===== src/hdl/ncw_pkg.sv =====
// ----------------------------------------------------------------------------
// ncw_pkg
// Shared types and constants for the NewReno congestion window block.
// ----------------------------------------------------------------------------
`default_nettype none

package ncw_pkg;

    // fraction bits of the window
    localparam int FRAC_BITS = 16;

    localparam int WIN_W  = 32;
    localparam int THR_W  = 16;
    localparam int DUP_W  = 8;
    localparam int DTH_W  = 4;
    localparam int SEQ_W  = 32;

    localparam logic [WIN_W-1:0] ONE_MSS   = WIN_W'(64'd1 << FRAC_BITS);
    localparam logic [WIN_W-1:0] WIN_MAX   = '1;
    localparam logic [WIN_W-1:0] WIN_RESET = ONE_MSS;
    localparam logic [THR_W-1:0] THR_MAX   = '1;
    localparam logic [THR_W-1:0] THR_MIN   = THR_W'(1);
    localparam logic [DUP_W-1:0] DUP_MAX   = '1;
    localparam logic [DTH_W-1:0] DTH_RESET = DTH_W'(3);
    localparam int               FR_EXTRA  = 3;

    // dividend is 2^(2*FRAC_BITS), so one quotient bit per dividend bit
    localparam int Q_W   = 2 * FRAC_BITS + 1;
    localparam int CNT_W = $clog2(Q_W);

    // widths of intermediate sums
    localparam int SUM_W = (Q_W + 1 > WIN_W + 1) ? Q_W + 1 : WIN_W + 1;
    localparam int LIM_W = (THR_W + FRAC_BITS > WIN_W) ? THR_W + FRAC_BITS : WIN_W;
    localparam int FRW_W = (THR_W + 1 + FRAC_BITS > WIN_W + 1) ?
                           THR_W + 1 + FRAC_BITS : WIN_W + 1;

    typedef enum logic [1:0] {
        PH_OPEN     = 2'd0,
        PH_DISORDER = 2'd1,
        PH_RECOVERY = 2'd2
    } t_phase;

    typedef enum logic [1:0] {
        SQ_IDLE = 2'd0,
        SQ_DIV  = 2'd1,
        SQ_DONE = 2'd2
    } t_seq;

    typedef struct packed {
        logic             start;
        logic [WIN_W-1:0] divisor;
    } t_div_ctl;

    typedef struct packed {
        logic busy;
        logic done;
    } t_div_sts;

endpackage

`default_nettype wire


===== src/hdl/ncw_div.sv =====
// ----------------------------------------------------------------------------
// ncw_div
// Restoring divider for the avoidance step: 2^(2*FRAC_BITS) / divisor,
// one quotient bit per cycle.
// ----------------------------------------------------------------------------
`default_nettype none

module ncw_div
    import ncw_pkg::*;
(
    input  wire logic           i_clk,
    input  wire logic           i_rst_n,
    input  wire t_div_ctl       i_ctl,
    output t_div_sts            o_sts,
    output logic [Q_W-1:0]      o_quotient
);

    logic             r_busy, n_busy;
    logic             r_done, n_done;
    logic [CNT_W-1:0] r_cnt, n_cnt;
    logic [WIN_W-1:0] r_div, n_div;
    logic [WIN_W-1:0] r_rem, n_rem;
    logic [Q_W-1:0]   r_quo, n_quo;

    logic [WIN_W:0]   shifted;
    logic             ge;
    logic [WIN_W:0]   diff;

    always_comb begin
        // dividend is a single one at its top bit, zeros below
        shifted = {r_rem, (r_cnt == '0)};
        diff    = shifted - {1'b0, r_div};
        ge      = (shifted >= {1'b0, r_div});

        n_busy = r_busy;
        n_done = 1'b0;
        n_cnt  = r_cnt;
        n_div  = r_div;
        n_rem  = r_rem;
        n_quo  = r_quo;

        if (i_ctl.start) begin
            n_busy = 1'b1;
            n_cnt  = '0;
            n_div  = i_ctl.divisor;
            n_rem  = '0;
            n_quo  = '0;
        end else if (r_busy) begin
            n_rem = ge ? diff[WIN_W-1:0] : shifted[WIN_W-1:0];
            n_quo = {r_quo[Q_W-2:0], ge};
            n_cnt = r_cnt + CNT_W'(1);
            if (r_cnt == CNT_W'(Q_W - 1)) begin
                n_busy = 1'b0;
                n_done = 1'b1;
            end
        end
    end

    always_ff @(posedge i_clk) begin
        if (!i_rst_n) begin
            r_busy <= 1'b0;
            r_done <= 1'b0;
            r_cnt  <= '0;
        end else begin
            r_busy <= n_busy;
            r_done <= n_done;
            r_cnt  <= n_cnt;
        end
        r_div <= n_div;
        r_rem <= n_rem;
        r_quo <= n_quo;
    end

    assign o_sts.busy = r_busy;
    assign o_sts.done = r_done;
    assign o_quotient = r_quo;

endmodule

`default_nettype wire


===== src/hdl/newreno_congestion_window.sv =====
// ----------------------------------------------------------------------------
// newreno_congestion_window
// NewReno congestion control: window, slow start threshold, duplicate count
// and recovery point, updated once per received ACK beat.
// ----------------------------------------------------------------------------
// One ACK beat is taken when the block is idle and one result beat follows.
// A slow-start, duplicate or recovery ACK moves from acceptance straight to
// the final step, which loads the output register; ready rises again in
// the same cycle as the result is offered, so no ACK is taken before the
// last one's result is offered. A congestion-avoidance ACK runs the restoring
// divider for 1/cwnd, one quotient bit per cycle over 2*FRAC_BITS+1 bits,
// before the final step. A result beat
// still waiting in the output register holds the next ACK in its final step
// until taken. dup_threshold is written through i_cfg_we / i_cfg_data; the
// user must write it only while idle, the block itself does not enforce this.
`default_nettype none

module newreno_congestion_window
    import ncw_pkg::*;
(
    input  wire logic         i_clk,
    input  wire logic         i_rst_n,
    input  wire logic         i_cfg_we,
    input  wire logic [3:0]   i_cfg_data,      // dup_threshold
    input  wire logic         i_s_axis_tvalid,
    output logic              o_s_axis_tready,
    input  wire logic [63:0]  i_s_axis_tdata,  // ack_number[31:0], send_next[63:32]
    input  wire logic         i_s_axis_tuser,  // ack_is_new[0]
    output logic              o_m_axis_tvalid,
    input  wire logic         i_m_axis_tready,
    // window_fixed[31:0], threshold[47:32], phase[49:48], dup_count[57:50], zero
    output logic [63:0]       o_m_axis_tdata,
    output logic [1:0]        o_m_axis_tuser   // retransmit[0], wake_sender[1]
);

    t_seq             r_seq, n_seq;
    t_phase           r_phase, n_phase;
    logic [WIN_W-1:0] r_window, n_window;
    logic [THR_W-1:0] r_thresh, n_thresh;
    logic [DUP_W-1:0] r_dup, n_dup;
    logic [SEQ_W-1:0] r_mark, n_mark;
    logic [DTH_W-1:0] r_dup_th;
    logic             r_rtx, n_rtx;
    logic             r_wake, n_wake;

    logic             r_out_valid, n_out_valid;
    logic [63:0]      r_out_data, n_out_data;
    logic [1:0]       r_out_user, n_out_user;

    t_div_ctl         div_ctl;
    t_div_sts         div_sts;
    logic [Q_W-1:0]   quotient;

    logic             s_accept;
    logic [SEQ_W-1:0] ack_number;
    logic [SEQ_W-1:0] send_next;
    logic             ack_is_new;

    logic [WIN_W:0]   win_plus_mss;
    logic [WIN_W-1:0] win_ss;
    logic [SUM_W-1:0] win_ca_sum;
    logic [WIN_W-1:0] win_ca;
    logic             in_slow_start;
    logic [WIN_W-1:0] half_raw;
    logic [THR_W-1:0] half;
    logic [FRW_W-1:0] fr_win_sum;
    logic [WIN_W-1:0] fr_win;
    logic [DUP_W-1:0] dup_bumped;
    logic [SEQ_W-1:0] ack_gap;

    ncw_div u_div (
        .i_clk      (i_clk),
        .i_rst_n    (i_rst_n),
        .i_ctl      (div_ctl),
        .o_sts      (div_sts),
        .o_quotient (quotient)
    );

    assign ack_number = i_s_axis_tdata[31:0];
    assign send_next  = i_s_axis_tdata[63:32];
    assign ack_is_new = i_s_axis_tuser;

    assign o_s_axis_tready = (r_seq == SQ_IDLE);
    assign s_accept        = i_s_axis_tvalid && o_s_axis_tready;

    always_comb begin
        win_plus_mss = {1'b0, r_window} + {1'b0, ONE_MSS};
        win_ss       = win_plus_mss[WIN_W] ? WIN_MAX : win_plus_mss[WIN_W-1:0];

        win_ca_sum = SUM_W'(r_window) + SUM_W'(quotient);
        win_ca     = (win_ca_sum > SUM_W'(WIN_MAX)) ? WIN_MAX : win_ca_sum[WIN_W-1:0];

        // a zero window takes the one-MSS step as well
        in_slow_start = (LIM_W'(r_window) < (LIM_W'(r_thresh) << FRAC_BITS))
                     || (r_window == '0);

        half_raw = r_window >> (FRAC_BITS + 1);
        if (half_raw == '0) begin
            half = THR_MIN;
        end else if (half_raw > WIN_W'(THR_MAX)) begin
            half = THR_MAX;
        end else begin
            half = half_raw[THR_W-1:0];
        end
        fr_win_sum = (FRW_W'(half) + FRW_W'(FR_EXTRA)) << FRAC_BITS;
        fr_win     = (fr_win_sum > FRW_W'(WIN_MAX)) ? WIN_MAX : fr_win_sum[WIN_W-1:0];

        dup_bumped = (r_dup == DUP_MAX) ? r_dup : r_dup + DUP_W'(1);
        ack_gap    = ack_number - r_mark;
    end

    always_comb begin
        n_seq       = r_seq;
        n_phase     = r_phase;
        n_window    = r_window;
        n_thresh    = r_thresh;
        n_dup       = r_dup;
        n_mark      = r_mark;
        n_rtx       = r_rtx;
        n_wake      = r_wake;
        n_out_valid = r_out_valid;
        n_out_data  = r_out_data;
        n_out_user  = r_out_user;
        div_ctl.start   = 1'b0;
        div_ctl.divisor = r_window;

        if (r_out_valid && i_m_axis_tready) begin
            n_out_valid = 1'b0;
        end

        case (r_seq)
            SQ_IDLE: begin
                if (s_accept) begin
                    n_rtx  = 1'b0;
                    n_wake = 1'b0;
                    n_seq  = SQ_DONE;
                    case (r_phase)
                        PH_OPEN, PH_DISORDER: begin
                            if (ack_is_new) begin
                                n_dup   = '0;
                                n_phase = PH_OPEN;
                                if (in_slow_start) begin
                                    n_window = win_ss;
                                end else begin
                                    div_ctl.start = 1'b1;
                                    n_seq         = SQ_DIV;
                                end
                            end else begin
                                n_dup = dup_bumped;
                                if (dup_bumped >= DUP_W'(r_dup_th)) begin
                                    n_thresh = half;
                                    n_window = fr_win;
                                    n_mark   = send_next;
                                    n_phase  = PH_RECOVERY;
                                    n_rtx    = 1'b1;
                                end
                            end
                        end
                        PH_RECOVERY: begin
                            if (ack_is_new) begin
                                // serial-number test against the recovery point
                                if (ack_gap[SEQ_W-1]) begin
                                    n_window = win_ss;
                                    n_rtx    = 1'b1;
                                end else begin
                                    n_phase = PH_DISORDER;
                                    n_dup   = '0;
                                end
                            end else begin
                                n_window = win_ss;
                                n_dup    = dup_bumped;
                                n_wake   = 1'b1;
                            end
                        end
                        default: begin
                        end
                    endcase
                end
            end
            SQ_DIV: begin
                if (div_sts.done) begin
                    n_window = win_ca;
                    n_seq    = SQ_DONE;
                end
            end
            SQ_DONE: begin
                if (!r_out_valid || i_m_axis_tready) begin
                    n_out_valid = 1'b1;
                    n_out_data  = {6'd0, r_dup, r_phase, r_thresh, r_window};
                    n_out_user  = {r_wake, r_rtx};
                    n_seq       = SQ_IDLE;
                end
            end
            default: begin
                n_seq = SQ_IDLE;
            end
        endcase
    end

    always_ff @(posedge i_clk) begin
        if (!i_rst_n) begin
            r_seq       <= SQ_IDLE;
            r_phase     <= PH_OPEN;
            r_window    <= WIN_RESET;
            r_thresh    <= THR_MAX;
            r_dup       <= '0;
            r_mark      <= '0;
            r_dup_th    <= DTH_RESET;
            r_out_valid <= 1'b0;
        end else begin
            r_seq       <= n_seq;
            r_phase     <= n_phase;
            r_window    <= n_window;
            r_thresh    <= n_thresh;
            r_dup       <= n_dup;
            r_mark      <= n_mark;
            r_out_valid <= n_out_valid;
            if (i_cfg_we) begin
                r_dup_th <= i_cfg_data;
            end
        end
        r_rtx      <= n_rtx;
        r_wake     <= n_wake;
        r_out_data <= n_out_data;
        r_out_user <= n_out_user;
    end

    assign o_m_axis_tvalid = r_out_valid;
    assign o_m_axis_tdata  = r_out_data;
    assign o_m_axis_tuser  = r_out_user;

    // an accepted beat always takes the sequencer out of idle in the following cycle
    a_accept_leaves_idle: assert property (@(posedge i_clk) disable iff (!i_rst_n)
        s_accept |=> (r_seq != SQ_IDLE))
        else $error("accepted beat did not leave idle");

    // the divider only reports completion while the sequencer waits for it
    a_div_done_in_div: assert property (@(posedge i_clk) disable iff (!i_rst_n)
        div_sts.done |-> (r_seq == SQ_DIV))
        else $error("divider finished outside the division step");

    // the window never falls below one segment
    a_window_floor: assert property (@(posedge i_clk) disable iff (!i_rst_n)
        r_window >= ONE_MSS)
        else $error("window below one segment");

    // the divider is never busy while the block offers ready
    a_div_idle_when_ready: assert property (@(posedge i_clk) disable iff (!i_rst_n)
        o_s_axis_tready |-> !div_sts.busy)
        else $error("divider busy while idle");

endmodule

`default_nettype wire

===== config.mk =====
export PLATFORM = sky130hd
export DESIGN_NAME = newreno_congestion_window
export DESIGN_NICKNAME = d
export VERILOG_FILES = /design/src/hdl/ncw_pkg.sv /design/src/hdl/ncw_div.sv /design/src/hdl/newreno_congestion_window.sv
export SDC_FILE = /design/constraint.sdc
export NUM_CORES = 1
export LEC_CHECK = 0
export BUFFER_PORTS_ARGS = -buffer_cell sky130_fd_sc_hd__buf_2
export CAP_MARGIN = 20
export CORE_MARGIN = 3
export CORE_UTILIZATION = 30
export CTS_CLUSTER_SIZE = 14
export DETAILED_ROUTE_END_ITERATION = 8
export GPL_TIMING_DRIVEN = 0
export PLACE_DENSITY_LB_ADDON = 0.08
export RECOVER_POWER = 25
export SYNTH_ARGS = -nofsm -noshare
export SYNTH_HDL_FRONTEND = slang
export SYNTH_SLANG_ARGS = --single-unit

===== constraint.sdc =====
create_clock -name i_clk -period 3.4 [get_ports i_clk]
set_input_delay 0.34 -clock i_clk [delete_from_list [all_inputs] [get_ports i_clk]]
set_output_delay 0.34 -clock i_clk [all_outputs]
set_load 0.03 [all_outputs]

Word-level counts from Yosys, hierarchy flattened
Cells that the tools add are included.
Widths: inputs -> output; s select.
{ "word_totals": {"reg_bits": 264, "latchBits": 0, "mem_bits_rw": 0, "romBits": 0, "inputBits": 74, "output_inout_bits": 68, "elab_cells": 123, "mem_count": 0} }
{ "classes": {"n_addsub": 7, "n_mul": 0, "div": 0, "magnitude_cmp": 6, "n_eq_ne": 17, "n_shift": 0, "muxes": 50, "bitwise": 3, "n_reduce_logical": 22} }
{ "op_table": {"columns": ["operator", "n"], "rows": [
  ["$mux 32", 11],
  ["$pmux 32 s2", 2],
  ["$logic_not 32->1", 2],
  ["$sub 32x32->32", 2],
  ["$add 32x33->34", 1],
  ["$gt 34x32->1 const B", 1],
  ["$add 32x17->33 const B", 1],
  ["$ge 33x32->1", 1],
  ["$gt 33x32->1 const B", 1],
  ["$lt 32x32->1", 1],
  ["$mux 16", 2],
  ["$mux 8", 4],
  ["$mux 2", 10],
  ["$add 16x2->17 const B", 1],
  ["$mux 1", 17],
  ["$gt 15x16->1 const B", 1],
  ["$pmux 8 s2", 1],
  ["$ne 4x4->1 const B", 3],
  ["$add 8x1->8 const B", 1],
  ["$eq 8x8->1 const B", 1],
  ["$ge 8x4->1", 1],
  ["$reduce_and 7->1", 1],
  ["$add 6x1->6 const B", 1],
  ["$eq 6x6->1 const B", 1],
  ["23 further kinds", 37]
]} }

Logic depth before layout (Yosys ltp)
{ "logic_depth": {"depth_word": 11, "ltp_mapped": 18, "mapped_depth_nobuf": 15} }

Hierarchy
A second synthesis with hierarchy kept.
{ "unflattened": {"hier_cells": 1787, "hier_area_um2": 15771.4} }
{ "modules_own_cells": {"columns": ["module", "instances", "cells_per_inst", "area_per_inst_um2", "seq_area_each_um2"], "rows": [
  ["newreno_congestion_window", 1, 1149, 9989.6, 3803.6],
  ["ncw_div", 1, 638, 5781.8, 2422.3]
]} }

Worst setup path after synthesis
Ideal clock, no wire load.
{ "synth_path": {"kind": "reg-to-reg", "start": "reg r_out_valid, in the netlist o_m_axis_tvalid", "end": "reg r_out_data[0], in the netlist o_m_axis_tdata[0], enable pin", "setup_ps": 485, "t_arrival_ps": 3228, "required_ps": 2915, "setup_slack_ps": -313, "path_stages_with_launch": 3, "n_path_buf": 0, "period_less_slack_ps": 3713, "cell_sequence": "dfxtp_1 > nand2b_1 > nor2b_1"} }
{ "synth_between": {"elab_chain_len": 3} }
{ "synth_rtl": {"columns": ["item", "line", "rtl"], "rows": [
  ["from (decl)", "newreno_congestion_window.sv:46", "logic r_out_valid, n_out_valid;"],
  ["from (signal assigned)", "newreno_congestion_window.sv:217", "r_out_valid <= n_out_valid;"],
  ["$logic_not 1->1", "newreno_congestion_window.sv:187", "if (!r_out_valid || i_m_axis_tready) begin"],
  ["$logic_or 1x1->1", "newreno_congestion_window.sv:187", null],
  ["$reduce_and 2->1 (no source line)", null, null],
  ["to (signal assigned)", "newreno_congestion_window.sv:224", "r_out_data <= n_out_data;"],
  ["to (decl)", "newreno_congestion_window.sv:47", "logic [63:0] r_out_data, n_out_data;"]
]} }
No other way between the ends.
A chain may end at the register's enable or synchronous reset.

Final worst setup path
{ "layout_path": {"start": "reg r_dup[4]", "end": "reg r_window[0]"} }
{ "layout_between": {"elab_chain_len": 5, "word_cells_on_any_way": 6, "cone_classes": "1 x add/sub; 1 x order compare; 2 x eq/ne; 1 x mux; 1 x reduce/logical"} }
{ "layout_rtl": {"columns": ["item", "line", "rtl"], "rows": [
  ["from (decl)", "newreno_congestion_window.sv:40", "logic [DUP_W-1:0] r_dup, n_dup;"],
  ["from (signal assigned)", "newreno_congestion_window.sv:215", "r_dup <= n_dup;"],
  ["$add 8x1->8 or $eq 8x8->1 (tied branches)", "newreno_congestion_window.sv:108", "dup_bumped = (r_dup == DUP_MAX) ? r_dup : r_dup + DUP_W'(1);"],
  ["$mux 8 *", "newreno_congestion_window.sv:108", null],
  ["$ge 8x4->1 *", "newreno_congestion_window.sv:150", "if (dup_bumped >= DUP_W'(r_dup_th)) begin"],
  ["$ne 4x4->1 (no source line) *", null, null],
  ["$reduce_and 7->1 (no source line) *", null, null],
  ["to (signal assigned)", "newreno_congestion_window.sv:213", "r_window <= n_window;"],
  ["to (decl)", "newreno_congestion_window.sv:38", "logic [WIN_W-1:0] r_window, n_window;"]
]} }
Every way passes the cells marked *; elsewhere a longest branch is shown, timed or not.

==> impl_metrics.csv <==
group,metric,value,unit
power_and_ir_drop,power-per-cell-area,505,nW/µm²
clock_network,numCtsBuffers,35,
synthesis,synth-simple-area-share,0.141,
cells_and_area,finalCoreUtilization,0.384,
critical_path,critPathBufInv,3,
critical_path,cp-end-kind,"flip-flop",
timing,worst_pin_slew,1.02,ns
global_route,grt_max_degree,36,
critical_path,worstSetupPathType,"reg2reg",
critical_path,path_depth,17,
detailed_routing,via_per_inst,5.08,
floorplanning,die_h,234,µm
cells_and_area,antenna_cells,0,
synthesis,synthAdderAreaFrac,0.0979,
critical_path,crit_path_top_delay_cell,"a2111oi_4",
synthesis,ys_seq_area_frac,0.399,
critical_path,worstPathArrival,3.99,ns
clock_network,clk_pin_slew,0.06,ns
global_route,grt-busiest-layer,"met2",
timing,hold_viol_final,0,
floorplanning,core,50800,µm²
synthesis,synth_area_per_cell,9.19,µm²
critical_path,worstSetupStartpointType,"flip-flop",
floorplanning,start_util,0.308,
detailed_routing,drtIter0Drc,752,
detailed_routing,final_antenna_net_count,0,
detailed_routing,drc,0,
global_route,grt_pass1_wl,76.5,mm
job,cap_violations,0,
cells_and_area,area_growth_syn_to_layout,25.0,%
synthesis,synthCells,1699,
critical_path,critical_path_required,3.89,ns
cells_and_area,layout-drive-gt1-share,0.206,
global_route,grt-ovfl-total,0,
synthesis,synth_ff_type,"dfxtp_1",
cells_and_area,final_area,19500,µm²
synthesis,ys_seq_elements,264,
synthesis,synth_cell_type_count,86,
power_and_ir_drop,peakVddDrop,0.275,mV
synthesis,synth-xor-area-share,0.0409,
synthesis,async_flop_share,0,
cells_and_area,fill_cells,5152,
global_route,grtUsageMet2,0.287,
clock_network,cts_sinks,264,
timing,fmax,0.285,GHz
critical_path,reg2reg_depth,17,
global_route,grtUsageTotal,0.181,
global_route,grtUsageMet1,0.248,
timing,slew_viol_final,0,
detailed_routing,drt_pass1_iterations,5,
run_status,violations,"negative setup slack",
placed_design,dp_hpwl,37.0,mm
placed_design,postPlaceCellArea,17200,µm²
synthesis,synth_edf_count,94,
global_route,antenna_found_initial,0,
power_and_ir_drop,p_leak,0.00837,µW
placed_design,routabilityCongestion,0.914,
critical_path,critical_path.top_delay_family,"compound AO/OA/AOI/OAI gates",
hold_path,holdPathStages,3,
timing,setup_viol,29,
timing,timing.slew.headroom,0.319,
cells_and_area,num-nets-final,2128,
synthesis,synthesis.area,15600,µm²
global_route,grt_pass1_vias,13200,
floorplanning,ios,142,
clock_network,cts-root-buf,"clkbuf_16",
timing,period_share,1.03,
timing,fin_worst_skew,0.0168,ns
critical_path,crit_path_cell_trace,"and3_4 > nand3_4 > inv_4 > nand3_4 > xnor2_2 > ha_1 > nand2b_4 > a21o_1 > a21o_1 > a2111oi_4 > nor2_1 > o22a_2 > nor4b_4 > buf_6 > nor2_4 > buf_6 > o221a_2",
detailed_routing,wire_per_inst,19.1,µm
synthesis,synth_compound_area_frac,0.201,
global_route,gr-usage-met3,0.0374,
timing,fin_crit,3.51,ns
timing,setup_ws,-0.105,ns
critical_path,max_stage_delay,0.39,ns
placed_design,portBuffers,133,
floorplanning,rows,82,
hold_path,hp-class,"in2reg",
clock_network,htreeDepth,2,
detailed_routing,vias,13400,
clock_network,cts_tree,"yes",
synthesis,yosysWarnings,0,
critical_path,cp_max_fo,6,
floorplanning,dieArea,54800,µm²
detailed_routing,wirelength,50.3,mm
clock_network,cts_buffer_depth,3,
synthesis,synth_top_family_by_area,"compound AO/OA/AOI/OAI gates",
floorplanning,dieWidth,234,µm
timing,rsz0062_at_grt,"yes",
run_status,status,"complete, but fails checks",
synthesis,synth.area.mux_share,0.0631,
clock_network,clk_latency,0.55,ns
-- flip-flops by register name, indices dropped and copies added (netlist names), 2 cells and up --
signal            flops
o_m_axis_tuser        2
u_div.o_quotient     33
r_window             32
o_m_axis_tdata       58
r_dup_th              4
r_seq                 2
r_mark               32
u_div.r_cnt           6
r_dup                 8
r_phase               2
r_thresh             16
u_div.r_rem          32
u_div.r_div          32
-- cell usage after synthesis, types with 8 or more instances --
master / n / share of area
nor2_1: 176 / 0.042
dfxtp_1: 170 / 0.22
ha_1: 119 / 0.095
inv_1: 119 / 0.029
a21oi_1: 111 / 0.036
nand2_1: 100 / 0.024
edfxtp_1: 94 / 0.18
mux2i_1: 94 / 0.060
o21ai_0: 87 / 0.028
clkbuf_1: 57 / 0.014
xnor2_1: 48 / 0.027
a21o_1: 43 / 0.021
nand3_1: 39 / 0.012
a31oi_1: 38 / 0.015
nand4_1: 33 / 0.013
nor3_1: 26 / 0.0083
xor2_1: 25 / 0.014
o211ai_1: 24 / 0.012
o21a_1: 18 / 0.0087
a211oi_1: 15 / 0.0072
buf_2: 15 / 0.0048
nor2b_1: 15 / 0.0060
nand2b_1: 14 / 0.0056
and3_1: 13 / 0.0052
buf_4: 11 / 0.0053
nor4_1: 11 / 0.0044
o31ai_1: 11 / 0.0053
o211a_1: 10 / 0.0064
o22ai_1: 10 / 0.0040
o21bai_1: 9 / 0.0043
o221a_2: 9 / 0.0065
and2_1: 8 / 0.0032
o32ai_1: 8 / 0.0045
-- worst min-delay path, delay by kind of cell --
family	cells	cell delay (ns)
buffers and inverters	1	0.08
AND/OR/NAND/NOR	1	0.07
multiplexers	1	0.05
-- where the power goes --
| group | switching (µW) | internal (µW) | total, µW |
|---|---|---|---|
| Sequential | 204 | 3480 | 3680 |
| Clock | 1460 | 2100 | 3560 |
| Combinational | 1510 | 1100 | 2610 |
-- cell type report --
| class | count | area [µm²] | area share |
|---|---|---|---|
| clock buffers | 49 | 980 | 0.0502 |
| inverters | 120 | 455 | 0.0233 |
| repair buffers | 195 | 1260 | 0.0644 |
| flip-flops and latches | 264 | 6260 | 0.321 |
| plain buffers | 87 | 541 | 0.0277 |
| well taps | 672 | 841 | 0.0431 |
| multi-input cells | 1230 | 9060 | 0.464 |
| clock inverters | 15 | 121 | 0.00622 |
-- stage by stage --
| step | setup WS (ns) | TNS (ns) | hold slack (ns) | cells | total power [µW] |
|---|---|---|---|---|---|
| 5_1_grt | -0.238 | -12.50 | 0.0168 | 2632 | 10400 |
| 3_3_place_gp | -1.56 | -131.14 | 0.412 | 2509 | 6110 |
| 6_report | -0.105 | -0.956 | 0.0325 | 2632 | 9850 |
| 4_1_cts | -0.0900 | -0.698 | 0.00222 | 2605 | 9830 |
| 2_1_floorplan | 0.00636 | 0 | 0.400 | 1704 | 5440 |
| 3_5_place_dp | -0.750 | -62.20 | 0.408 | 2512 | 6110 |
-- layout by cell type, fill, tap and decap left out, types with 37 or more instances in the layout --
master,netlist,final
a21o_1,43,42
a21oi_1,111,108
buf_2,15,139
buf_4,11,57
clkbuf_1,57,52
clkbuf_16,0,37
dfxtp_1,170,152
edfxtp_1,94,94
ha_1,119,114
inv_1,119,116
mux2i_1,94,93
nand2_1,100,96
nor2_1,176,173
o21ai_0,87,81
xnor2_1,48,47
-- kinds of logic after synthesis --
family | Yosys count
AO/OA/AOI/OAI | 465
XOR/XNOR | 73
adder cells (fa/ha/maj) | 121
buffers and inverters | 210
flip-flops | 264
multiplexers | 98
other | 1
AND/OR/NAND/NOR | 467
-- worst paths after layout --
| check | from | to | slack (ns) |
|---|---|---|---|
| max | r_dup[4] | r_window[0] | -0.11 |
| min | i_s_axis_tdata[49] | r_mark[17] | 0.03 |
| max reg2reg | r_dup[4] | r_window[0] | -0.11 |
| min reg2reg | r_wake | o_m_axis_tuser[1] | 0.41 |
-- metal layers --
| layer | vias to the layer above | wire length, µm |
|---|---|---|
| met5 | - | 0 |
| met3 | 72 | 2560 |
| li1 | 6687 | - |
| met2 | 274 | 22500 |
| met1 | 6342 | 23800 |
| met4 | 0 | 1410 |
-- repair_timing --
| item | 4_1_cts | 5_1_grt |
|---|---|---|
| gates resized for setup | 93 | 96 |
| hold buffers | 3 | 0 |
| hold endpoints to repair | 3 | 0 |
| pin swaps | 13 | 35 |
| setup buffers | 25 | 28 |
| gates cloned | 2 | 1 |
| setup endpoints to repair | 161 | 160 |
(Power assumes the default switching activity.)
